===== src/rtl/wlr_pkg.sv =====
`timescale 1ns / 1ps
`default_nettype none
// ----------------------------------------------------------------------------
// wlr_pkg
// Shared types, constants and the CRC8 step for the wear-leveling record log.
// ----------------------------------------------------------------------------
package wlr_pkg;

	localparam int STORE_BYTES_DEF = 512;
	localparam int MAX_DATA_DEF    = 51;

	localparam logic [7:0] HDR_BYTE   = 8'h6B;
	localparam logic [7:0] OVERHEAD   = 8'd5;
	localparam logic [7:0] CRC_INIT   = 8'hF1;
	localparam logic [7:0] CRC_POLY   = 8'hE0;
	localparam logic [7:0] CRC_XOR    = 8'hAB;
	localparam logic [7:0] FILL_RESET = 8'hFF;

	localparam logic [1:0] CMD_WRITE = 2'd0;
	localparam logic [1:0] CMD_READ  = 2'd1;
	localparam logic [1:0] CMD_SCAN  = 2'd2;
	localparam logic [1:0] CMD_ERASE = 2'd3;

	localparam logic [2:0] ST_DATA  = 3'd0;
	localparam logic [2:0] ST_OK    = 3'd1;
	localparam logic [2:0] ST_ERR   = 3'd2;
	localparam logic [2:0] ST_BIG   = 3'd3;
	localparam logic [2:0] ST_EMPTY = 3'd4;

	typedef struct packed {
		logic [1:0] cmd;
		logic [7:0] data_in;
		logic       last_in;
		logic [7:0] read_size;
	} in_item_t;

	typedef struct packed {
		logic [7:0] data_out;
		logic [2:0] status;
		logic       last_out;
	} out_item_t;

	typedef enum logic [4:0] {
		OP_NONE, OP_CLR_START, OP_ERA_START, OP_FILL, OP_BUF,
		OP_CMT_CHK, OP_CMT_RESET, OP_CMT_SETUP,
		OP_WR_HDR, OP_WR_CHI, OP_WR_CLO, OP_WR_SIZE, OP_WR_DATA, OP_WR_CRC,
		OP_CMT_DONE, OP_RD_SETUP, OP_SC_SETUP,
		OP_RD_HDR, OP_RD_CHI, OP_RD_CLO, OP_RD_RSIZE, OP_SC_SIZE,
		OP_RD_DATA, OP_SC_DATA, OP_RD_END, OP_SC_NEXT, OP_EMIT
	} dp_op_t;

	typedef struct packed {
		dp_op_t     op;
		logic [2:0] est;
	} dp_cmd_t;

	typedef struct packed {
		logic [1:0] cmd;
		logic       last;
		logic       rsize_big;
		logic       fill_last;
		logic       big;
		logic       wrap;
		logic       idx_done;
		logic       hdr_ok;
		logic       size_ok;
		logic       crc_ok;
		logic       base_in;
		logic       cnt_zero;
	} dp_stat_t;

	// one byte through the CRC8 shift register, MSB first
	function automatic logic [7:0] crc_step(input logic [7:0] r, input logic [7:0] b);
		logic [7:0] x;
		x = r ^ b;
		for (int i = 0; i < 8; i++) begin
			x = x[7] ? ((x << 1) ^ CRC_POLY) : (x << 1);
		end
		return x;
	endfunction

endpackage
`default_nettype wire


===== src/rtl/wlr_dp.sv =====
`timescale 1ns / 1ps
`default_nettype none
// ----------------------------------------------------------------------------
// wlr_dp
// Datapath: byte store, write buffer, pointers, CRC and record registers.
// ----------------------------------------------------------------------------
module wlr_dp #(
	parameter int STORE_BYTES = wlr_pkg::STORE_BYTES_DEF,
	parameter int MAX_DATA    = wlr_pkg::MAX_DATA_DEF
) (
	input  wire                      clk,
	input  wire                      arst_n,
	input  wire                      accept,
	input  wire wlr_pkg::in_item_t   item,
	input  wire                      cfg_we,
	input  wire  [7:0]               cfg_wdata,
	input  wire wlr_pkg::dp_cmd_t    cmd,
	output wlr_pkg::dp_stat_t        stat,
	output logic                     valid,
	output wlr_pkg::out_item_t       result
);
	localparam int AW  = (STORE_BYTES > 1) ? $clog2(STORE_BYTES) : 1;
	localparam int PW  = $clog2(STORE_BYTES + 512);
	localparam int BW  = (MAX_DATA > 1) ? $clog2(MAX_DATA) : 1;
	localparam int WCW = $clog2(MAX_DATA + 2);

	logic [7:0] store_mem [STORE_BYTES];
	logic [7:0] wbuf_mem  [MAX_DATA];

	wlr_pkg::in_item_t  in_q;
	wlr_pkg::out_item_t res_q;
	logic            valid_q;
	logic [7:0]      fill_cfg_q, fillv_q, crc_q, size_q, idx_q, rlen_q;
	logic [PW-1:0]   ptr_q, base_q;
	logic [15:0]     cnt_q, rcnt_q, raddr_q;
	logic [WCW-1:0]  wcount_q;
	logic [7:0]      ram_s1, wb_s1;
	logic            inr_s1;

	logic [7:0]      rdata, crc_in, crc_nx, wbyte;
	logic            ptr_in, mem_we;
	logic [PW-1:0]   rec_end, next_base;

	assign rdata  = inr_s1 ? ram_s1 : fill_cfg_q;
	assign ptr_in = ptr_q < PW'(STORE_BYTES);

	always_comb begin
		case (cmd.op)
			wlr_pkg::OP_WR_HDR:   crc_in = wlr_pkg::HDR_BYTE;
			wlr_pkg::OP_WR_CHI:   crc_in = cnt_q[15:8];
			wlr_pkg::OP_WR_CLO:   crc_in = cnt_q[7:0];
			wlr_pkg::OP_WR_SIZE:  crc_in = size_q;
			wlr_pkg::OP_WR_DATA:  crc_in = wb_s1;
			wlr_pkg::OP_RD_RSIZE: crc_in = in_q.read_size;
			default:              crc_in = rdata;
		endcase
	end

	assign crc_nx = wlr_pkg::crc_step(crc_q, crc_in);

	always_comb begin
		case (cmd.op)
			wlr_pkg::OP_WR_CRC: wbyte = crc_q ^ wlr_pkg::CRC_XOR;
			wlr_pkg::OP_FILL:   wbyte = fillv_q;
			default:            wbyte = crc_in;
		endcase
	end

	always_comb begin
		case (cmd.op)
			wlr_pkg::OP_FILL, wlr_pkg::OP_WR_HDR, wlr_pkg::OP_WR_CHI, wlr_pkg::OP_WR_CLO,
			wlr_pkg::OP_WR_SIZE, wlr_pkg::OP_WR_DATA, wlr_pkg::OP_WR_CRC: mem_we = ptr_in;
			default: mem_we = 1'b0;
		endcase
	end

	assign rec_end   = PW'(raddr_q) + PW'(rlen_q);
	assign next_base = base_q + PW'(size_q) + PW'(wlr_pkg::OVERHEAD);

	// byte store, registered read at the pointer
	always_ff @(posedge clk) begin
		if (mem_we) begin
			store_mem[ptr_q[AW-1:0]] <= wbyte;
		end
		ram_s1 <= store_mem[ptr_q[AW-1:0]];
		inr_s1 <= ptr_in;
	end

	// write buffer
	always_ff @(posedge clk) begin
		if (cmd.op == wlr_pkg::OP_BUF && wcount_q < WCW'(MAX_DATA)) begin
			wbuf_mem[wcount_q[BW-1:0]] <= in_q.data_in;
		end
		wb_s1 <= wbuf_mem[idx_q[BW-1:0]];
	end

	// payload registers
	always_ff @(posedge clk) begin
		if (accept) begin
			in_q <= item;
		end
		case (cmd.op)
			wlr_pkg::OP_CLR_START: begin
				ptr_q   <= '0;
				fillv_q <= wlr_pkg::FILL_RESET;
			end
			wlr_pkg::OP_ERA_START: begin
				ptr_q   <= '0;
				fillv_q <= fill_cfg_q;
			end
			wlr_pkg::OP_FILL: ptr_q <= ptr_q + 1'b1;
			wlr_pkg::OP_CMT_CHK: size_q <= 8'(wcount_q);
			wlr_pkg::OP_CMT_SETUP: begin
				base_q <= rec_end;
				ptr_q  <= rec_end;
				cnt_q  <= rcnt_q + 16'd1;
				crc_q  <= wlr_pkg::CRC_INIT;
				idx_q  <= '0;
			end
			wlr_pkg::OP_WR_HDR, wlr_pkg::OP_WR_CHI, wlr_pkg::OP_WR_CLO,
			wlr_pkg::OP_WR_SIZE, wlr_pkg::OP_RD_HDR, wlr_pkg::OP_SC_SIZE: begin
				crc_q <= crc_nx;
				ptr_q <= ptr_q + 1'b1;
				if (cmd.op == wlr_pkg::OP_SC_SIZE) begin
					size_q <= rdata;
				end
			end
			wlr_pkg::OP_WR_DATA, wlr_pkg::OP_RD_DATA, wlr_pkg::OP_SC_DATA: begin
				crc_q <= crc_nx;
				ptr_q <= ptr_q + 1'b1;
				idx_q <= idx_q + 8'd1;
			end
			wlr_pkg::OP_WR_CRC: ptr_q <= ptr_q + 1'b1;
			wlr_pkg::OP_RD_SETUP: begin
				base_q <= PW'(raddr_q);
				ptr_q  <= PW'(raddr_q);
				crc_q  <= wlr_pkg::CRC_INIT;
				idx_q  <= '0;
			end
			wlr_pkg::OP_SC_SETUP: begin
				base_q <= '0;
				ptr_q  <= '0;
				crc_q  <= wlr_pkg::CRC_INIT;
				idx_q  <= '0;
			end
			wlr_pkg::OP_RD_CHI: begin
				crc_q        <= crc_nx;
				ptr_q        <= ptr_q + 1'b1;
				cnt_q[15:8]  <= rdata;
			end
			wlr_pkg::OP_RD_CLO: begin
				crc_q       <= crc_nx;
				ptr_q       <= ptr_q + 1'b1;
				cnt_q[7:0]  <= rdata;
			end
			// stored size byte is skipped, the requested size goes into the CRC
			wlr_pkg::OP_RD_RSIZE: begin
				crc_q  <= crc_nx;
				ptr_q  <= ptr_q + 1'b1;
				size_q <= in_q.read_size;
			end
			wlr_pkg::OP_SC_NEXT: begin
				base_q <= next_base;
				ptr_q  <= next_base;
				crc_q  <= wlr_pkg::CRC_INIT;
				idx_q  <= '0;
			end
			default: ;
		endcase
	end

	// control state and result beat
	always_ff @(posedge clk or negedge arst_n) begin
		if (!arst_n) begin
			fill_cfg_q <= wlr_pkg::FILL_RESET;
			wcount_q   <= '0;
			rcnt_q     <= '0;
			raddr_q    <= '0;
			rlen_q     <= '0;
			valid_q    <= 1'b0;
		end else begin
			if (cfg_we) begin
				fill_cfg_q <= cfg_wdata;
			end
			valid_q <= 1'b0;
			case (cmd.op)
				wlr_pkg::OP_BUF: begin
					if (wcount_q <= WCW'(MAX_DATA)) begin
						wcount_q <= wcount_q + 1'b1;
					end
				end
				wlr_pkg::OP_CMT_CHK: wcount_q <= '0;
				wlr_pkg::OP_CMT_RESET: begin
					rcnt_q  <= '0;
					raddr_q <= '0;
					rlen_q  <= '0;
				end
				wlr_pkg::OP_CMT_DONE, wlr_pkg::OP_SC_NEXT: begin
					rcnt_q  <= cnt_q;
					raddr_q <= 16'(base_q);
					rlen_q  <= size_q + wlr_pkg::OVERHEAD;
				end
				wlr_pkg::OP_RD_DATA: begin
					valid_q <= 1'b1;
					res_q   <= '{data_out: rdata, status: wlr_pkg::ST_DATA, last_out: 1'b0};
				end
				wlr_pkg::OP_RD_END: begin
					valid_q <= 1'b1;
					res_q   <= '{data_out: 8'd0,
						status: (rdata == (crc_q ^ wlr_pkg::CRC_XOR)) ?
							wlr_pkg::ST_OK : wlr_pkg::ST_ERR,
						last_out: 1'b1};
				end
				wlr_pkg::OP_EMIT: begin
					valid_q <= 1'b1;
					res_q   <= '{data_out: 8'd0, status: cmd.est, last_out: 1'b1};
				end
				default: ;
			endcase
		end
	end

	assign valid  = valid_q;
	assign result = res_q;

	assign stat.cmd       = in_q.cmd;
	assign stat.last      = in_q.last_in;
	assign stat.rsize_big = in_q.read_size > 8'(MAX_DATA);
	assign stat.fill_last = ptr_q == PW'(STORE_BYTES - 1);
	assign stat.big       = (size_q > 8'(MAX_DATA)) ||
		(PW'(size_q) + PW'(wlr_pkg::OVERHEAD) > PW'(STORE_BYTES));
	assign stat.wrap      = rec_end + PW'(size_q) + PW'(wlr_pkg::OVERHEAD) > PW'(STORE_BYTES);
	assign stat.idx_done  = idx_q == size_q;
	assign stat.hdr_ok    = rdata == wlr_pkg::HDR_BYTE;
	assign stat.size_ok   = rdata <= 8'(MAX_DATA);
	assign stat.crc_ok    = rdata == (crc_q ^ wlr_pkg::CRC_XOR);
	assign stat.base_in   = base_q < PW'(STORE_BYTES);
	assign stat.cnt_zero  = rcnt_q == 16'd0;

endmodule
`default_nettype wire


===== config.mk =====
export PLATFORM = sky130hd
export DESIGN_NAME = wlr_dp
export DESIGN_NICKNAME = d
export VERILOG_FILES = /design/src/rtl/wlr_pkg.sv /design/src/rtl/wlr_dp.sv
export SDC_FILE = /design/constraint.sdc
export NUM_CORES = 2
export LEC_CHECK = 0
export BUFFER_PORTS_ARGS = -buffer_cell sky130_fd_sc_hd__buf_4
export CAP_MARGIN = 10
export CORE_UTILIZATION = 63
export DETAILED_ROUTE_END_ITERATION = 8
export PLACE_DENSITY = 0.79
export SLEW_MARGIN = 40
export SYNTH_ARGS = -nofsm -noshare
export SYNTH_HDL_FRONTEND = slang
export SYNTH_MEMORY_MAX_BITS = 65536
export SYNTH_SLANG_ARGS = --single-unit

===== constraint.sdc =====
create_clock -name clk -period 31.9 [get_ports clk]
set_input_delay 1.595 -clock clk [delete_from_list [all_inputs] [get_ports clk]]
set_output_delay 1.595 -clock clk [all_outputs]
set_load 0.02 [all_outputs]

# [Yosys cells after proc, flatten, opt, wreduce, memory -nomap -nowiden]
# Memories as Yosys holds them, arrays and structs flattened. A register that Yosys moved wholly into a read port is not among the register bits.
# Index checks and enable logic that the tools add are counted.
[word_totals] register_bits=149 ram_bits=4504 input_bits=39 out_inout_bits=26 n_memories=2
[mem_list] name="store_mem" depth=512 word_bits=8 rd=1 rd_ports_with_merged_regs=1 write_ports=1 line_no="wlr_dp.sv:27" source="logic [7:0] store_mem [STORE_BYTES];"
[mem_list] name="wbuf_mem" depth=51 word_bits=8 rd=1 rd_ports_with_merged_regs=1 write_ports=1 line_no="wlr_dp.sv:28" source="logic [7:0] wbuf_mem [MAX_DATA];"
[op_classes] n_addsub=11 magnitude_cmp=9 eq_ne=32 muxes=33 n_bitwise=10 reduce_logical=26
[ops] cell="one-hot mux 8 bit (2 select lines)" n=7
[ops] cell="2-to-1 mux 8 bit" n=10
[ops] cell="== test 5 bit, second input constant" n=11
[ops] cell="one-hot mux 10 bit (5 select lines)" n=1
[ops] cell="one-hot mux 8 bit (6 select lines)" n=1
[ops] cell="== test 5 x 4 -> 1 bit, second input constant" n=8
[ops] cell="one-hot mux 10 bit (4 select lines)" n=1
[ops] cell="one-hot mux 12 bit (3 select lines)" n=1
[ops] cell="one-hot mux 16 bit (2 select lines)" n=1
[ops] cell="adder 10 x 8 -> 10 bit" n=3
[ops] cell="NOT 3 bit" n=8
[ops] cell="one-hot mux 8 bit (3 select lines)" n=1
[ops] cell="adder 10 x 3 -> 10 bit, second input constant" n=2
[ops] cell="== test 5 x 3 -> 1 bit, second input constant" n=4
[ops] cell="< comparator 10 bit, second input constant" n=2
[ops] cell="one-hot mux 10 bit (2 select lines)" n=1
[ops] cell="adder 16 x 1 -> 16 bit, second input constant" n=1
[ops] cell="== test 8 bit" n=2
[ops] cell="greater-than comparator 8 x 6 -> 1 bit, second input constant" n=2
[ops] cell="logical NOT 16 bit" n=1
[ops] cell="nonzero test 2 bit" n=7
[ops] cell="OR reduction 14 bit" n=1
[ops] cell="one-hot mux 6 bit (2 select lines)" n=1
[ops] cell="OR reduction 12 bit" n=1
[ops] cell="32 further kinds" n=43

# [Depth between registers and ports, before layout]
[depth] depth_word=20 depth_mapped=16

# [Worst setup path after synthesis]
# Ideal clock, no wire load.
[synth_path] path_kind="input -> register" start="in cmd[6] in the netlist's numbering" end="mem store_mem[0][2], data pin" arrival_time_ps=22640 required_ps=27733 setup_slack_ps=5093 stages=6 cell_sequence="clkbuf_1 clkbuf_1 nand2_1 o21bai_1 mux2_2 o21ai_0"
[synth_between] elab_chain_len=3
[synth_rtl] item="start: declaration" line_no="wlr_dp.sv:17" source="input wire wlr_pkg::dp_cmd_t cmd,"
[synth_rtl] item="== test 5 bit or == test 5 x 4 -> 1 bit (tied branches)" line_no="wlr_dp.sv:48" source="case (cmd.op)"
[synth_rtl] item="one-hot mux 8 bit (6 select lines)" line_no="wlr_dp.sv:48"
[synth_rtl] item="one-hot mux 8 bit (2 select lines) *" line_no="wlr_dp.sv:62" source="case (cmd.op)"
[synth_rtl] item="named net wbyte[2]" line_no="wlr_dp.sv:40" source="logic [7:0] rdata, crc_in, crc_nx, wbyte;"
[synth_rtl] item="end: declaration" line_no="wlr_dp.sv:27"
# The timed path passes the listed nets; every way through them passes the cells marked *.

==> impl_metrics.json <==
{
  "hold_viol_final": 0,
  "area_delta_synth_final_pct": 11.6,
  "synth_top_area_share": 0.754,
  "crit_path_frequent_cell": "buf_6",
  "synth_nets": 8877,
  "num_vias": 98742,
  "via_per_inst": 7.43,
  "cp.required_ns": 32.74,
  "cp_max_fo": 64,
  "cts_made_buffers": 441,
  "synth_edf_count": 4599,
  "post-route-drc-count": 0,
  "htreeDepth": 5,
  "slew_viol_final": 0,
  "gp_congestion": 0.957,
  "synth_compound_area_frac": 0.0268,
  "fin_util": 0.708,
  "p_leak_nw": 63.7,
  "worst_slack_ns": 25.38,
  "synth_cells": 8786,
  "cp_slowest_stage_delay_ns": 0.90,
  "synth-simple-area-share": 0.0302,
  "clk_pin_slew_ns": 0.06,
  "core_area_sq_mm": 0.289,
  "cp_num_buf_inv": 5,
  "grt_max_degree": 209,
  "slew_headroom": 0.307,
  "synth_ff_type": "edfxtp_1",
  "hp-start": "rlen_q[0]",
  "initial_utilization": 0.635,
  "critPathLaunch": "ptr_q[0]",
  "crit_slowest_cell": "nor3_1",
  "startpoint_type": "flop",
  "fin_cells": 13281,
  "synth_xor_area_frac": 0.00363,
  "powerDensity_mw_per_mm2": 77.2,
  "grt_pass1_vias": 97733,
  "async_reset_ff_frac": 0.0105,
  "io_pins": 65,
  "post_cts_buffers": 0,
  "drt_iter0_drc": 17660,
  "ys_top_cells_by_area": "edfxtp_1, mux4_2, nor2_1, mux2i_1, clkbuf_1",
  "pre_cts_ws_ns": 24.88,
  "path_class": "flop to flop",
  "dp.cells": 12437,
  "cp-end-kind": "flop",
  "drive_gt1_frac": 0.272,
  "die_x_microns": 541,
  "insertion_delay_ns": 1.03,
  "synth_top_family_by_area": "multiplexers",
  "fmax_ghz": 0.153,
  "ys_warn_count": 0,
  "netlist_area_sq_mm": 0.183,
  "hp-class": "flop to flop",
  "fin_nets": 9103,
  "grt.overflow.total": 0,
  "core.rowCount": 197,
  "period_needed_ns": 6.52,
  "outcome": "finished, final reports clean",
  "post_cts_resized": 0,
  "crit_chain": "buf_6 -> buf_12 -> buf_16 -> buf_6 -> buf_4 -> mux4_2 -> a22oi_1 -> o22ai_1 -> a2111oi_2 -> o21ai_0 -> nor3_1 -> o311ai_1",
  "cts_max_path_buffers": 4,
  "antenna_found_initial": 45,
  "drtAntennaViolNets": 0,
  "place_hpwl_mm": 308,
  "finalSetupViolCount": 0,
  "yosys.area_share.adder": 0.00367,
  "synth_cell_type_count": 78,
  "crit_family": "buffers and inverters",
  "syn-mean-instance-area_sq_um": 20.8,
  "finalSetupTns_ns": 0,
  "ys_seq_area_frac": 0.763,
  "wl_mm": 533,
  "cap_viol_max_count": 0,
  "grt_pass1_wl_mm": 742,
  "dr.pass1.iters": 7,
  "crit_arrival_ns": 7.35,
  "tightestPinTransition_ns": 1.03,
  "ys_seq_elements": 4665,
  "wl_per_cell_microns": 40.1,
  "ir_worst_vdd_v": 0.0000632,
  "skew_ns": 0.0851,
  "rsz0062_at_grt": "false",
  "io_buffers": 64,
  "root_buffer": "clkbuf_16",
  "cts_tree": "built",
  "muxShareOfSynthArea": 0.157,
  "hold_buffers": 0,
  "fp.dieH_microns": 541,
  "grt_usage": 0.365,
  "r2r-start": "ptr_q[0]",
  "die_area_sq_mm": 0.293,
  "clock_sinks": 4665,
  "yosysTopAreaCell": "edfxtp_1",
  "finalCritPeriodShare": 0.204
}
path summary, 6_finish.rpt:
path / end / slack (ns) / depth (start not counted)
max: ram_s1[6] / 25.38 / 12
min: rlen_q[0] / 0.51 / 1
max reg2reg: ram_s1[6] / 25.38 / 12
min reg2reg: rlen_q[0] / 0.51 / 1
max in group asynchronous: raddr_q[0] / 30.79 / 1
min in group asynchronous: rcnt_q[11] / 0.65 / 1
Yosys cell counts, types with 27 or more instances:
cell type     n
a221oi_1     61
a22o_1       97
mux2i_1     262
buf_4        82
xnor2_1      52
mux2_2       37
edfxtp_1   4599
o22ai_1      58
dfrtp_1      41
buf_2        79
nor2_1      707
clkbuf_1    290
nand2_1     225
a22oi_1     123
buf_6        35
ha_1         49
mux4_2     1144
nand3_1      90
a21oi_1      96
inv_1        46
buf_1        50
a31oi_1      28
o21ai_0      84
nor3_1       57
and3_1       27
area by class of cell:
type                       instances  area (sq um)
antenna                           19          47.5
clock inverter                   278          2970
inverter                          48           189
clock buffer                     535         11600
multi-input combinational       3533         42000
fill                           15672         84200
tap                             3880          4850
timing repair buffer             323          3140
sequential                      4665        140000
layer usage:
metal  vias up  GRT usage  part of all wire
met5         -          0           0.00078
met4        34      0.235             0.079
met3      2070      0.129              0.16
met2      9619      0.541              0.45
met1     50094      0.461              0.31
li1      36925          -                 -
registers in the layout, summed over array words and instances, names as in the netlist, 10 cells and up:
name	count
store_mem	4096
wbuf_mem	408
cnt_q	16
in_q	16
rcnt_q	16
result	12
base_q	10
ptr_q	10
raddr_q	10
through the flow:
step                      power, mW  cell area [sq um]  hold slack [ns]
after CTS                      15.6             204000            0.517
after detailed placement       10.4             189000            0.499
final                          15.8             204000            0.511
after global placement         10.3             188000            0.486
after global routing           16.0             204000            0.525
after floorplan                9.81             183000            0.471
cell usage in the layout (no fill, tap or decap), drive strengths merged, types with 57 or more instances in the layout:
cell    synthesis  layout
a21oi          96      96
a221oi         61      61
a22o           97      97
a22oi         123     123
buf           247     318
clkbuf        293     540
clkinv          2     205
edfxtp       4599    4599
inv            46      58
mux2i         262     262
mux4         1144    1144
nand2         225     225
nand3          90      90
nor2          707     707
nor3           57      57
o21ai          85      85
o22ai          58      58
power by group:
group | switching, mW | leakage [nW] | internal (mW)
combinational | 2.18 | 14.5 | 0.920
clock | 2.37 | 7.08 | 2.97
sequential | 0.0580 | 42.1 | 7.29
total | 4.61 | 63.7 | 11.2
kinds of logic after synthesis:
logic type,Yosys count
multiplexers,1443
AND/OR/NAND/NOR,1275
XOR/XNOR,76
buffers and inverters,588
AO/OA/AOI/OAI,687
adder cells (fa/ha/maj),52
flip-flops,4665
Note: power is estimated with default switching activity, not from simulation.
