### config.mk
export PLATFORM = sky130hd
export DESIGN_NAME = wlr_ctrl
export DESIGN_NICKNAME = d
export VERILOG_FILES = /design/src/rtl/wlr_pkg.sv /design/src/rtl/wlr_ctrl.sv
export SDC_FILE = /design/constraint.sdc
export NUM_CORES = 1
export LEC_CHECK = 0
export ABC_CLOCK_PERIOD_IN_PS = 5300
export BUFFER_PORTS_ARGS = -buffer_cell sky130_fd_sc_hd__buf_2
export CAP_MARGIN = 20
export CORE_MARGIN = 2
export CORE_UTILIZATION = 50
export CTS_BUF_LIST = sky130_fd_sc_hd__clkbuf_4 sky130_fd_sc_hd__clkbuf_8 sky130_fd_sc_hd__clkbuf_16
export DETAILED_ROUTE_END_ITERATION = 12
export PLACE_DENSITY = 0.8
export SYNTH_ARGS = -nofsm -noshare
export SYNTH_HDL_FRONTEND = slang
export SYNTH_SLANG_ARGS = --single-unit
### constraint.sdc
create_clock -name clk -period 5.3 [get_ports clk]
set_clock_uncertainty 0.2 [all_clocks]
set_input_delay 0.53 -clock clk [delete_from_list [all_inputs] [get_ports clk]]
set_output_delay 0.53 -clock clk [all_outputs]
set_load 0.02 [all_outputs]
### src/rtl/wlr_pkg.sv
`timescale 1ns / 1ps
`default_nettype none
// ----------------------------------------------------------------------------
// wlr_pkg
// Shared types, constants and the CRC8 step for the wear-leveling record log.
// ----------------------------------------------------------------------------
package wlr_pkg;

	localparam int STORE_BYTES_DEF = 512;
	localparam int MAX_DATA_DEF    = 51;

	localparam logic [7:0] HDR_BYTE   = 8'h6B;
	localparam logic [7:0] OVERHEAD   = 8'd5;
	localparam logic [7:0] CRC_INIT   = 8'hF1;
	localparam logic [7:0] CRC_POLY   = 8'hE0;
	localparam logic [7:0] CRC_XOR    = 8'hAB;
	localparam logic [7:0] FILL_RESET = 8'hFF;

	localparam logic [1:0] CMD_WRITE = 2'd0;
	localparam logic [1:0] CMD_READ  = 2'd1;
	localparam logic [1:0] CMD_SCAN  = 2'd2;
	localparam logic [1:0] CMD_ERASE = 2'd3;

	localparam logic [2:0] ST_DATA  = 3'd0;
	localparam logic [2:0] ST_OK    = 3'd1;
	localparam logic [2:0] ST_ERR   = 3'd2;
	localparam logic [2:0] ST_BIG   = 3'd3;
	localparam logic [2:0] ST_EMPTY = 3'd4;

	typedef struct packed {
		logic [1:0] cmd;
		logic [7:0] data_in;
		logic       last_in;
		logic [7:0] read_size;
	} in_item_t;

	typedef struct packed {
		logic [7:0] data_out;
		logic [2:0] status;
		logic       last_out;
	} out_item_t;

	typedef enum logic [4:0] {
		OP_NONE, OP_CLR_START, OP_ERA_START, OP_FILL, OP_BUF,
		OP_CMT_CHK, OP_CMT_RESET, OP_CMT_SETUP,
		OP_WR_HDR, OP_WR_CHI, OP_WR_CLO, OP_WR_SIZE, OP_WR_DATA, OP_WR_CRC,
		OP_CMT_DONE, OP_RD_SETUP, OP_SC_SETUP,
		OP_RD_HDR, OP_RD_CHI, OP_RD_CLO, OP_RD_RSIZE, OP_SC_SIZE,
		OP_RD_DATA, OP_SC_DATA, OP_RD_END, OP_SC_NEXT, OP_EMIT
	} dp_op_t;

	typedef struct packed {
		dp_op_t     op;
		logic [2:0] est;
	} dp_cmd_t;

	typedef struct packed {
		logic [1:0] cmd;
		logic       last;
		logic       rsize_big;
		logic       fill_last;
		logic       big;
		logic       wrap;
		logic       idx_done;
		logic       hdr_ok;
		logic       size_ok;
		logic       crc_ok;
		logic       base_in;
		logic       cnt_zero;
	} dp_stat_t;

	// one byte through the CRC8 shift register, MSB first
	function automatic logic [7:0] crc_step(input logic [7:0] r, input logic [7:0] b);
		logic [7:0] x;
		x = r ^ b;
		for (int i = 0; i < 8; i++) begin
			x = x[7] ? ((x << 1) ^ CRC_POLY) : (x << 1);
		end
		return x;
	endfunction

endpackage
`default_nettype wire

### src/rtl/wlr_ctrl.sv
`timescale 1ns / 1ps
`default_nettype none
// ----------------------------------------------------------------------------
// wlr_ctrl
// Sequencer: walks commit, read, scan, erase and the post-reset clear.
// ----------------------------------------------------------------------------
module wlr_ctrl (
	input  wire                     clk,
	input  wire                     arst_n,
	input  wire                     accept,
	input  wire wlr_pkg::dp_stat_t  stat,
	output wlr_pkg::dp_cmd_t        cmd,
	output logic                    busy
);
	typedef enum logic [5:0] {
		S_CLR0, S_CLR, S_IDLE, S_DISP, S_BUF, S_CHK, S_CHK2, S_BIG,
		S_WIPE0, S_WIPE, S_WRST, S_WSET, S_WHDR, S_WCHI, S_WCLO, S_WSIZE,
		S_WDW, S_WD, S_WCRC, S_WDONE, S_OK, S_ERR,
		S_RSET, S_SSET, S_HW, S_H, S_CHW, S_CH, S_CLW, S_CL, S_RSZ,
		S_SZW, S_SZ, S_DW, S_D, S_CMP, S_BASE, S_SEND, S_ER0, S_ER
	} state_t;

	state_t state_q, nxt;
	logic   is_scan;

	assign is_scan = stat.cmd == wlr_pkg::CMD_SCAN;
	assign busy    = state_q != S_IDLE;

	always_comb begin
		nxt     = state_q;
		cmd.op  = wlr_pkg::OP_NONE;
		cmd.est = wlr_pkg::ST_OK;
		case (state_q)
			S_CLR0: begin cmd.op = wlr_pkg::OP_CLR_START; nxt = S_CLR; end
			S_CLR: begin
				cmd.op = wlr_pkg::OP_FILL;
				if (stat.fill_last) nxt = S_IDLE;
			end
			S_IDLE: if (accept) nxt = S_DISP;
			S_DISP: begin
				case (stat.cmd)
					wlr_pkg::CMD_WRITE: nxt = S_BUF;
					wlr_pkg::CMD_READ:  nxt = stat.rsize_big ? S_ERR : S_RSET;
					wlr_pkg::CMD_SCAN:  nxt = S_SSET;
					default:            nxt = S_ER0;
				endcase
			end
			S_BUF: begin
				cmd.op = wlr_pkg::OP_BUF;
				nxt    = stat.last ? S_CHK : S_IDLE;
			end
			S_CHK:  begin cmd.op = wlr_pkg::OP_CMT_CHK; nxt = S_CHK2; end
			S_CHK2: nxt = stat.big ? S_BIG : (stat.wrap ? S_WIPE0 : S_WSET);
			S_BIG: begin
				cmd.op = wlr_pkg::OP_EMIT; cmd.est = wlr_pkg::ST_BIG; nxt = S_IDLE;
			end
			S_WIPE0: begin cmd.op = wlr_pkg::OP_ERA_START; nxt = S_WIPE; end
			S_WIPE: begin
				cmd.op = wlr_pkg::OP_FILL;
				if (stat.fill_last) nxt = S_WRST;
			end
			S_WRST:  begin cmd.op = wlr_pkg::OP_CMT_RESET; nxt = S_WSET; end
			S_WSET:  begin cmd.op = wlr_pkg::OP_CMT_SETUP; nxt = S_WHDR; end
			S_WHDR:  begin cmd.op = wlr_pkg::OP_WR_HDR;    nxt = S_WCHI; end
			S_WCHI:  begin cmd.op = wlr_pkg::OP_WR_CHI;    nxt = S_WCLO; end
			S_WCLO:  begin cmd.op = wlr_pkg::OP_WR_CLO;    nxt = S_WSIZE; end
			S_WSIZE: begin cmd.op = wlr_pkg::OP_WR_SIZE;   nxt = S_WDW; end
			// buffer read settles here
			S_WDW:   nxt = stat.idx_done ? S_WCRC : S_WD;
			S_WD:    begin cmd.op = wlr_pkg::OP_WR_DATA;   nxt = S_WDW; end
			S_WCRC:  begin cmd.op = wlr_pkg::OP_WR_CRC;    nxt = S_WDONE; end
			S_WDONE: begin cmd.op = wlr_pkg::OP_CMT_DONE;  nxt = S_OK; end
			S_OK:    begin cmd.op = wlr_pkg::OP_EMIT; nxt = S_IDLE; end
			S_ERR: begin
				cmd.op = wlr_pkg::OP_EMIT; cmd.est = wlr_pkg::ST_ERR; nxt = S_IDLE;
			end
			S_RSET: begin cmd.op = wlr_pkg::OP_RD_SETUP; nxt = S_HW; end
			S_SSET: begin cmd.op = wlr_pkg::OP_SC_SETUP; nxt = S_HW; end
			S_HW:   nxt = S_H;
			S_H: begin
				if (is_scan && !stat.hdr_ok) begin
					nxt = S_SEND;
				end else begin
					cmd.op = wlr_pkg::OP_RD_HDR; nxt = S_CHW;
				end
			end
			S_CHW: nxt = S_CH;
			S_CH:  begin cmd.op = wlr_pkg::OP_RD_CHI; nxt = S_CLW; end
			S_CLW: nxt = S_CL;
			S_CL:  begin cmd.op = wlr_pkg::OP_RD_CLO; nxt = is_scan ? S_SZW : S_RSZ; end
			S_RSZ: begin cmd.op = wlr_pkg::OP_RD_RSIZE; nxt = S_DW; end
			S_SZW: nxt = S_SZ;
			S_SZ: begin
				if (!stat.size_ok) begin
					nxt = S_SEND;
				end else begin
					cmd.op = wlr_pkg::OP_SC_SIZE; nxt = S_DW;
				end
			end
			S_DW: nxt = stat.idx_done ? S_CMP : S_D;
			S_D: begin
				cmd.op = is_scan ? wlr_pkg::OP_SC_DATA : wlr_pkg::OP_RD_DATA;
				nxt    = S_DW;
			end
			S_CMP: begin
				if (!is_scan) begin
					cmd.op = wlr_pkg::OP_RD_END; nxt = S_IDLE;
				end else if (stat.crc_ok) begin
					cmd.op = wlr_pkg::OP_SC_NEXT; nxt = S_BASE;
				end else begin
					nxt = S_SEND;
				end
			end
			// also covers the read latency of the next header
			S_BASE: nxt = stat.base_in ? S_H : S_SEND;
			S_SEND: begin
				cmd.op  = wlr_pkg::OP_EMIT;
				cmd.est = stat.cnt_zero ? wlr_pkg::ST_EMPTY : wlr_pkg::ST_OK;
				nxt     = S_IDLE;
			end
			S_ER0: begin cmd.op = wlr_pkg::OP_ERA_START; nxt = S_ER; end
			S_ER: begin
				cmd.op = wlr_pkg::OP_FILL;
				if (stat.fill_last) nxt = S_OK;
			end
			default: nxt = S_IDLE;
		endcase
	end

	always_ff @(posedge clk or negedge arst_n) begin
		if (!arst_n) begin
			state_q <= S_CLR0;
		end else begin
			state_q <= nxt;
		end
	end

endmodule
`default_nettype wire

; ---- Word-level counts from Yosys, hierarchy flattened
; Cells that the tools add are included.
[classes]
eq_ne = 46
n_mux = 26
n_reduce_logical = 11
[op_table]
columns = operator, count
row1 = 6-bit case mux with 33 select lines, 1
row2 = 5-bit case mux with 24 select lines, 1
row3 = "6-bit by 5-bit == test with 1-bit output, second input constant", 16
row4 = "6-bit by 4-bit == test with 1-bit output, second input constant", 8
row5 = "6-bit == test, second input constant", 8
row6 = 6-bit two-way mux, 7
row7 = "6-bit by 3-bit == test with 1-bit output, second input constant", 4
row8 = 5-bit two-way mux, 4
row9 = 6-bit case mux with 3 select lines, 1
row10 = "6-bit by 2-bit == test with 1-bit output, second input constant", 2
row11 = 3-bit two-way mux, 3
row12 = 3-bit case mux with 3 select lines, 1
row13 = "2-bit inequality test, second input constant", 4
row14 = 2-bit OR reduction, 4
row15 = "6-bit by 1-bit == test with 1-bit output, second input constant", 1
row16 = 6-bit zero test, 1
row17 = 2-bit two-way mux, 3
row18 = "6-bit by 2-bit inequality test with 1-bit output, second input constant", 1
row19 = 1-bit two-way mux, 4
row20 = 4-bit two-way mux, 1
row21 = 4-bit AND reduction, 1
row22 = 4-bit OR reduction, 1
row23 = 3-bit OR reduction, 1
row24 = "2-bit by 1-bit == test with 1-bit output, second input constant", 1
row25 = 4 further kinds, 4
[word_totals]
register_bits = 6
in_bits = 16

; ---- Depth between registers and ports, before layout
; Gate-level depths: netlist of the first run.
[depth]
word_depth = 4
depth_mapped = 8
depth_no_buf = 7

; ---- Worst setup path before layout of the first run
; OpenSTA, ideal clock, no wires.
[synth_timing]
path_kind = register to output
start = register state_q[0]
end = output cmd[3] (netlist name)
arrival_ns = 1.679
path_slack_ns = 2.891
stages_incl_launch_ff = 8
n_path_buf = 2
path_cell_list = dfrtp_1 buf_2 inv_1 clkbuf_1 o21ai_0 nor2_1 a21oi_1 o311ai_1
[synth_rtl]
columns = item, line_no
row1 = from (decl), wlr_ctrl.sv:23  ; state_t state_q, nxt;
row2 = from (signal assigned), wlr_ctrl.sv:134  ; state_q <= nxt;
row3 = to (decl), wlr_ctrl.sv:12  ; output wlr_pkg::dp_cmd_t cmd,

==> results of run 1 <==
[power by group]
part / internal, mW / switching, mW
Combinational: 0.251 / 0.386
Sequential: 0.0644 / 0.102
Clock: 0.0257 / 0.0178
[layout make-up]
cell class | count | area share (%)
repair buffers | 27 | 9.595
multi-input cells | 176 | 74.69
inverters | 7 | 1.737
well taps | 31 | 2.564
clock buffers | 3 | 1.489
flip-flops and latches | 6 | 9.926
[per-layer routing]
layer	up-vias	global-route usage, %
met1	755	37.06
met3	13	3.855
met2	101	35.71
met5	-	0
li1	813	-
met4	0	9.302
[worst max path at each step]
| stage | startpoint | end | slack (ns) | depth (start not counted) |
|---|---|---|---|---|
| 4_1_cts | state_q[2] | cmd[3] | 2.20 | 6 |
| 2_1_floorplan | state_q[0] | cmd[3] | 2.89 | 7 |
| 3_5_place_dp | state_q[2] | cmd[3] | 2.48 | 6 |
| 3_3_place_gp | state_q[5] | cmd[3] | 2.47 | 6 |
| 6_report | state_q[2] | cmd[3] | 2.17 | 6 |
| 5_1_grt | state_q[2] | cmd[3] | 1.98 | 6 |
[per-stage QoR]
stage	power, mW	hold WS, ns
after floorplan	0.6744	0.03441
after global placement	0.7878	0.1549
after detailed placement	0.7874	0.1567
after global routing	0.9177	0.4285
final	0.8466	0.3819
after CTS	0.8335	0.3780
[cells in the mapped netlist (4+ instances only)]
cell / n / area (um^2)
o22ai_1: 6 / 37.54
a31oi_1: 6 / 37.54
a21oi_1: 12 / 60.06
inv_1: 6 / 22.52
buf_4: 5 / 37.54
o21ai_0: 14 / 70.07
buf_2: 12 / 60.06
o211ai_1: 5 / 37.54
nand3_1: 6 / 30.03
nor2b_1: 8 / 50.05
nor2_1: 17 / 63.81
o31ai_1: 4 / 30.03
nand4_1: 4 / 25.02
a21o_1: 5 / 37.54
nand2b_1: 11 / 68.82
dfrtp_1: 6 / 150.1
nand2_1: 18 / 67.56
[cell families (layout without fill, tap and decap cells)]
kind of cell    count (synthesis)  after routing  synth area share [%]
compound gates                 78             78                 38.52
mux                             1              1                0.7036
buf+inv                        27             37                 10.03
flops                           6              6                 10.55
simple gates                   91             91                 35.71
xor+xnor                        3              3                 1.847
fa+ha+maj                       3              3                 2.639
[worst reg2reg max path, cell delays in order, from the launching register on]
cell,delay (ns)
dfrtp_1,1.00
nand2b_1,0.39
or4b_1,0.55
a21oi_1,0.15
nor4_1,0.10
a21oi_1,0.14
[what timing repair did]
item                                    in CTS  in global routing
endpoints found under the hold margin        6                  0
endpoints found under the setup margin       0                  0
hold buffers                                 1                  0
==> impl_metrics.csv, run 1 <==
group,metric,value,unit
sta,period_needed,3.131,ns
global_routing,grt_max_degree,40,
worst_setup_path,cp.buffers_inverters,1,
global_routing,grt_overflow,0,
clocking,cts.repair.resized,0,
final_layout,fill_cells,263,
power_and_ir_drop,power.leakage,0.5936,nW
drt,drt_iter0_drc,138,
synth,ys.flop_type,"dfrtp_1",
drt,met3_length,453,um
die,die_x,57.34,um
final_layout,reg_top3,"state_q x6",
sta,max_freq,319.4,MHz
hold_path,min_path_type,"input port to flop",
worst_setup_path,rr_worst_depth,5,
synth,synth.avg_cell_area,6.807,um^2
clocking,cts_sinks,6,
hold_path,min_path_cells,3,
die,ioPinCount,25,
placement,dp_hpwl,2756,um
placement,dpl.cell_count,246,
sta,finalCritPeriodShare,59.07,%
worst_setup_path,critical_path_required,4.57,ns
synth,synth-seq-area-share,10.55,%
drt,dr_wl_met2,1688,um
final_layout,regArea,150.1,um^2
clocking,numCtsBuffers,3,
sta,final.setup.tns,0,ns
final_layout,layout_common_cells,"buf_2, nand2_1, nor2_1",
synth,syn_area,1423,um^2
drt,dr.pass1.iters,4,
placement,dp_slack,2.480,ns
worst_setup_path,cp_slowest_cell,"dfrtp_1",
sta,rsz0062_at_grt,"no",
sta,setup_ws,2.169,ns
power_and_ir_drop,peakVddDrop,386.8,uV
synth,synthCells,209,
die,initial_utilization,52.04,%
sta,worst_slew_pin_slew,1.001,ns
sta,worst_slew_margin_rel,33.30,%
drt,topRoutingLayerUsed,"met4",
synth,yosys_warnings,0,
sta,setup_violations,0,
sta,hold_viol_final,0,
hold_path,whs_endpoint,"state_q[1]",
drt,wl_met1,1666,um
final_layout,fin_area,1513,um^2
final_layout,diodes,0,
clocking,clk_pin_slew_worst_paths,0.04,ns
placement,gp_congestion,0.9268,
clocking,postCtsSetupRepairBufs,0,
synth,yosys_register_bits,6,
drt,wirelength,3909,um
power_and_ir_drop,powerDensity,559.7,nW/um^2
worst_setup_path,slowest_delay,0.75,ns
drt,vias_per_cell,6.728,
final_layout,multiInputGateArea,1130,um^2
synth,syn_nets,228,
clocking,htree_num_levels,1,
synth,synth-edff-count,0,
worst_setup_path,start_kind,"flop",
final_layout,area_growth,6.332,%
drt,antenna_left,0,
die,coreArea,2734,um^2
final_layout,drive_above_1_share,16.89,%
final_layout,final_common_cell,"buf_2",
worst_setup_path,worst-path-max-fanout,33,
worst_setup_path,critical_path.endpoint_type,"primary output",
global_routing,track_usage,24.81,%
global_routing,antenna_found_initial,0,
outcome,status,"completed",
flow_run,maxCapViolations,0,
final_layout,largest_reg_flops,6,
drt,post_drt_wl_per_cell,15.64,um
synth,synthDistinctLibCells,59,
worst_setup_path,r2r_slack,2.70,ns
placement,numPortBuffers,24,
worst_setup_path,crit_family,"simple AND/OR/NAND/NOR gates",
die,rows,19,
drt,via_count,1682,
sta,drv_slew,0,
global_routing,grt_pass1_wl,6548,um
clocking,clk_latency,0.26,ns
worst_setup_path,crit_type,"flop to primary output",
worst_setup_path,r2r-end,"state_q[1]",
worst_setup_path,path_cells,"or4b_4 -> nor2_1 -> nand2_1 -> a21o_1 -> o311ai_1 -> buf_2",
drt,route.detailed.drc,0,
clocking,clock-root-buffer,"clkbuf_4",
final_layout,fin_nets,240,
clocking,clk_path_buf_depth,2,
worst_setup_path,critPathArrivalTime,2.40,ns
hold_path,min_from,"stat[8]",
die,die_y,57.34,um
worst_setup_path,timing.rr.start,"state_q[2]",
global_routing,grt_pass1_vias,1371,
placement,post_dp_cell_area,1480,um^2
final_layout,finalNonFillerCells,250,
final_layout,regMostFlops,"state_q",
synth,async_reset_ff_share,100.0,%
die,fp.dieArea,3288,um^2
clocking,cts_tree,"done",
final_layout,fin_util,55.33,%
Power figures use the tool's default switching activity.
==> run 2: changes to the inputs <==
--- a/config.mk
+++ b/config.mk
@@ -5,14 +5,14 @@
 export SDC_FILE = /design/constraint.sdc
 export NUM_CORES = 1
 export LEC_CHECK = 0
-export ABC_CLOCK_PERIOD_IN_PS = 5300
+export ABC_CLOCK_PERIOD_IN_PS = 2750
 export BUFFER_PORTS_ARGS = -buffer_cell sky130_fd_sc_hd__buf_2
 export CAP_MARGIN = 20
 export CORE_MARGIN = 2
 export CORE_UTILIZATION = 50
 export CTS_BUF_LIST = sky130_fd_sc_hd__clkbuf_4 sky130_fd_sc_hd__clkbuf_8 sky130_fd_sc_hd__clkbuf_16
 export DETAILED_ROUTE_END_ITERATION = 12
-export PLACE_DENSITY = 0.8
+export PLACE_DENSITY = 0.82
 export SYNTH_ARGS = -nofsm -noshare
 export SYNTH_HDL_FRONTEND = slang
 export SYNTH_SLANG_ARGS = --single-unit
==> constraint.sdc (replaced) <==
create_clock -name clk -period 2.75 [get_ports clk]
set_clock_uncertainty 0.2 [all_clocks]
set_input_delay 0.275 -clock clk [delete_from_list [all_inputs] [get_ports clk]]
set_output_delay 0.275 -clock clk [all_outputs]
set_load 0.02 [all_outputs]
==> run 2 against run 1 <==
  * Non-clock buffer count up 7
  * Sequential cell count unchanged
  * Combinational power up 120%
  * Sequential power up 37%
  * Critical path type unchanged
  * Critical endpoint is now cmd[7]
==> impl_metrics.csv, run 2 (synthesis gave the netlist of run 1 again) <==
group,metric,value,unit
worst_setup_path,critPathArrivalTime,1.99,ns
clocking,clk_path_buf_depth,2,
worst_setup_path,cp.buffers_inverters,2,
sta,finalCritPeriodShare,89.64,%
die,coreArea,2734,um^2
die,die_x,57.34,um
final_layout,regMostFlops,"state_q",
power_and_ir_drop,powerDensity,1111,nW/um^2
die,fp.dieArea,3288,um^2
power_and_ir_drop,clockPowerShare,4.5,%
drt,antenna_left,0,
drt,dr.pass1.iters,5,
final_layout,area_growth,10.03,%
drt,wirelength,4334,um
sta,rsz0062_at_grt,"no",
die,die_y,57.34,um
placement,dp_hpwl,3077,um
global_routing,grt_util_met2,39.29,%
power_and_ir_drop,seq_power_share,13.1,%
die,initial_utilization,52.04,%
clocking,cts.repair.resized,0,
drt,vias_per_cell,6.782,
power_and_ir_drop,switching_share,58.93,%
outcome,status,"completed",
sta,final.setup.tns,0,ns
clocking,clk_pin_slew_worst_paths,0.04,ns
power_and_ir_drop,peakVddDrop,701.6,uV
flow_run,maxCapViolations,0,
worst_setup_path,start_kind,"flop",
global_routing,grt_pass1_wl,6817,um
power_and_ir_drop,pwr-share-comb,82.4,%
final_layout,largest_reg_flops,6,
final_layout,reg_top3,"state_q x6",
global_routing,track_usage,26.03,%
clocking,htree_num_levels,1,
final_layout,finalNonFillerCells,257,
global_routing,antenna_found_initial,0,
worst_setup_path,worst-path-max-fanout,21,
sta,worst_slew_margin_rel,60.08,%
clocking,clock-root-buffer,"clkbuf_4",
clocking,cts_tree,"done",
global_routing,grt_max_degree,33,
power_and_ir_drop,p_sw,1.025,mW
hold_path,min_from,"stat[8]",
final_layout,diodes,0,
placement,gp_congestion,0.9570,
die,rows,19,
global_routing,use_met3,4.082,%
worst_setup_path,critPathLaunch,"state_q[4]",
final_layout,layout_common_cells,"buf_2, nand2_1, nor2_1",
sta,period_needed,2.465,ns
drt,route.detailed.drc,0,
worst_setup_path,timing.rr.start,"state_q[1]",
clocking,cts_sinks,6,
placement,numPortBuffers,24,
worst_setup_path,crit_type,"flop to primary output",
drt,post_drt_wl_per_cell,16.86,um
power_and_ir_drop,internal_power,0.7140,mW
die,ioPinCount,25,
drt,drt_iter0_drc,139,
global_routing,met1_usage,36.22,%
final_layout,drive_above_1_share,19.47,%
global_routing,grt_overflow,0,
sta,whs,0.1372,ns
hold_path,min_path_type,"input port to flop",
sta,hold_viol_final,0,
sta,setup_violations,0,
global_routing,busiest_layer,"met2",
sta,worst_slew_pin_slew,0.5989,ns
worst_setup_path,critical_path.endpoint_type,"primary output",
final_layout,fill_cells,258,
worst_setup_path,critical_path_required,2.28,ns
final_layout,fin_nets,247,
sta,max_freq,405.7,MHz
clocking,clk_latency,0.24,ns
clocking,numCtsBuffers,3,
worst_setup_path,crit_family,"flip-flops",
worst_setup_path,slowest_delay,0.48,ns
worst_setup_path,path_cells,"buf_4 -> and4bb_1 -> a21oi_1 -> o32a_1 -> nand4_1 -> buf_2",
worst_setup_path,cp_slowest_cell,"dfrtp_1",
global_routing,grt_pass1_vias,1451,
drt,via_count,1743,
final_layout,final_common_cell,"buf_2",
power_and_ir_drop,power.leakage,0.6293,nW
sta,drv_slew,0,
placement,dpl.cell_count,253,
[run 2: cell types whose count changed in the layout (fill, tap and decap cells not counted), sizes merged]
cell	before	now
buf	26	33
[run 2: metal layers]
layer / wire, um / up-vias
met3: 577 / 16
met5: 0 / -
met2: 1974 / 139
met4: 125 / 0
li1: - / 826
met1: 1657 / 762
[run 2: area by class of cell]
cell class                      count  area [um^2]  share of cell area (%)
Clock buffer                        3        22.52                   1.439
Inverter                            7        26.28                   1.679
Multi-Input combinational cell    176         1130                   72.18
Sequential cell                     6        150.1                   9.592
Tap cell                           31        38.79                   2.478
Timing Repair Buffer               34        197.7                   12.63
[run 2: metrics by stage]
stage / util, % / cell area, um^2 / power [mW] / setup slack (ns)
finish: 57.25 / 1565 / 1.739 / 0.2850
global route: 57.25 / 1565 / 1.853 / 0.1943
CTS: 57.25 / 1565 / 1.693 / 0.3294
detailed placement: 56.06 / 1533 / 1.607 / 0.5872
global placement: 56.06 / 1533 / 1.594 / 0.6165
floorplan: - / 1423 / 1.300 / 0.5960
[run 2: power by group through the flow]
stage	Clock, mW	Sequential [mW]	Combinational (mW)
CTS	0.0797	0.221	1.39
global route	0.0825	0.232	1.54
floorplan	0	0.153	1.15
finish	0.0777	0.228	1.43
global placement	0	0.220	1.37
detailed placement	0	0.222	1.39
[run 2: worst paths after layout]
| kind | slack, ns | cells after the start | to |
|---|---|---|---|
| worst max-delay path | 0.28 | 6 | cmd[7] |
| worst min-delay path | 0.14 | 3 | state_q[1] |
| worst max register to register | 0.52 | 6 | state_q[0] |
| worst min register to register | 0.51 | 1 | state_q[3] |
| max in group asynchronous | 2.02 | 2 | state_q[1] |
| min in group asynchronous | 0.18 | 2 | state_q[0] |
[run 2: timing repair]
action | in CTS | in global routing
buffers inserted | 0 | 0
hold buffers | 1 | 0
endpoints found under the hold margin | 6 | 0
[run 2: tightest hold or removal path: cells and delay by family]
family,cells,cell delay (ns)
simple gates,1,0.04
buf+inv,1,0.09
compound gates,1,0.12
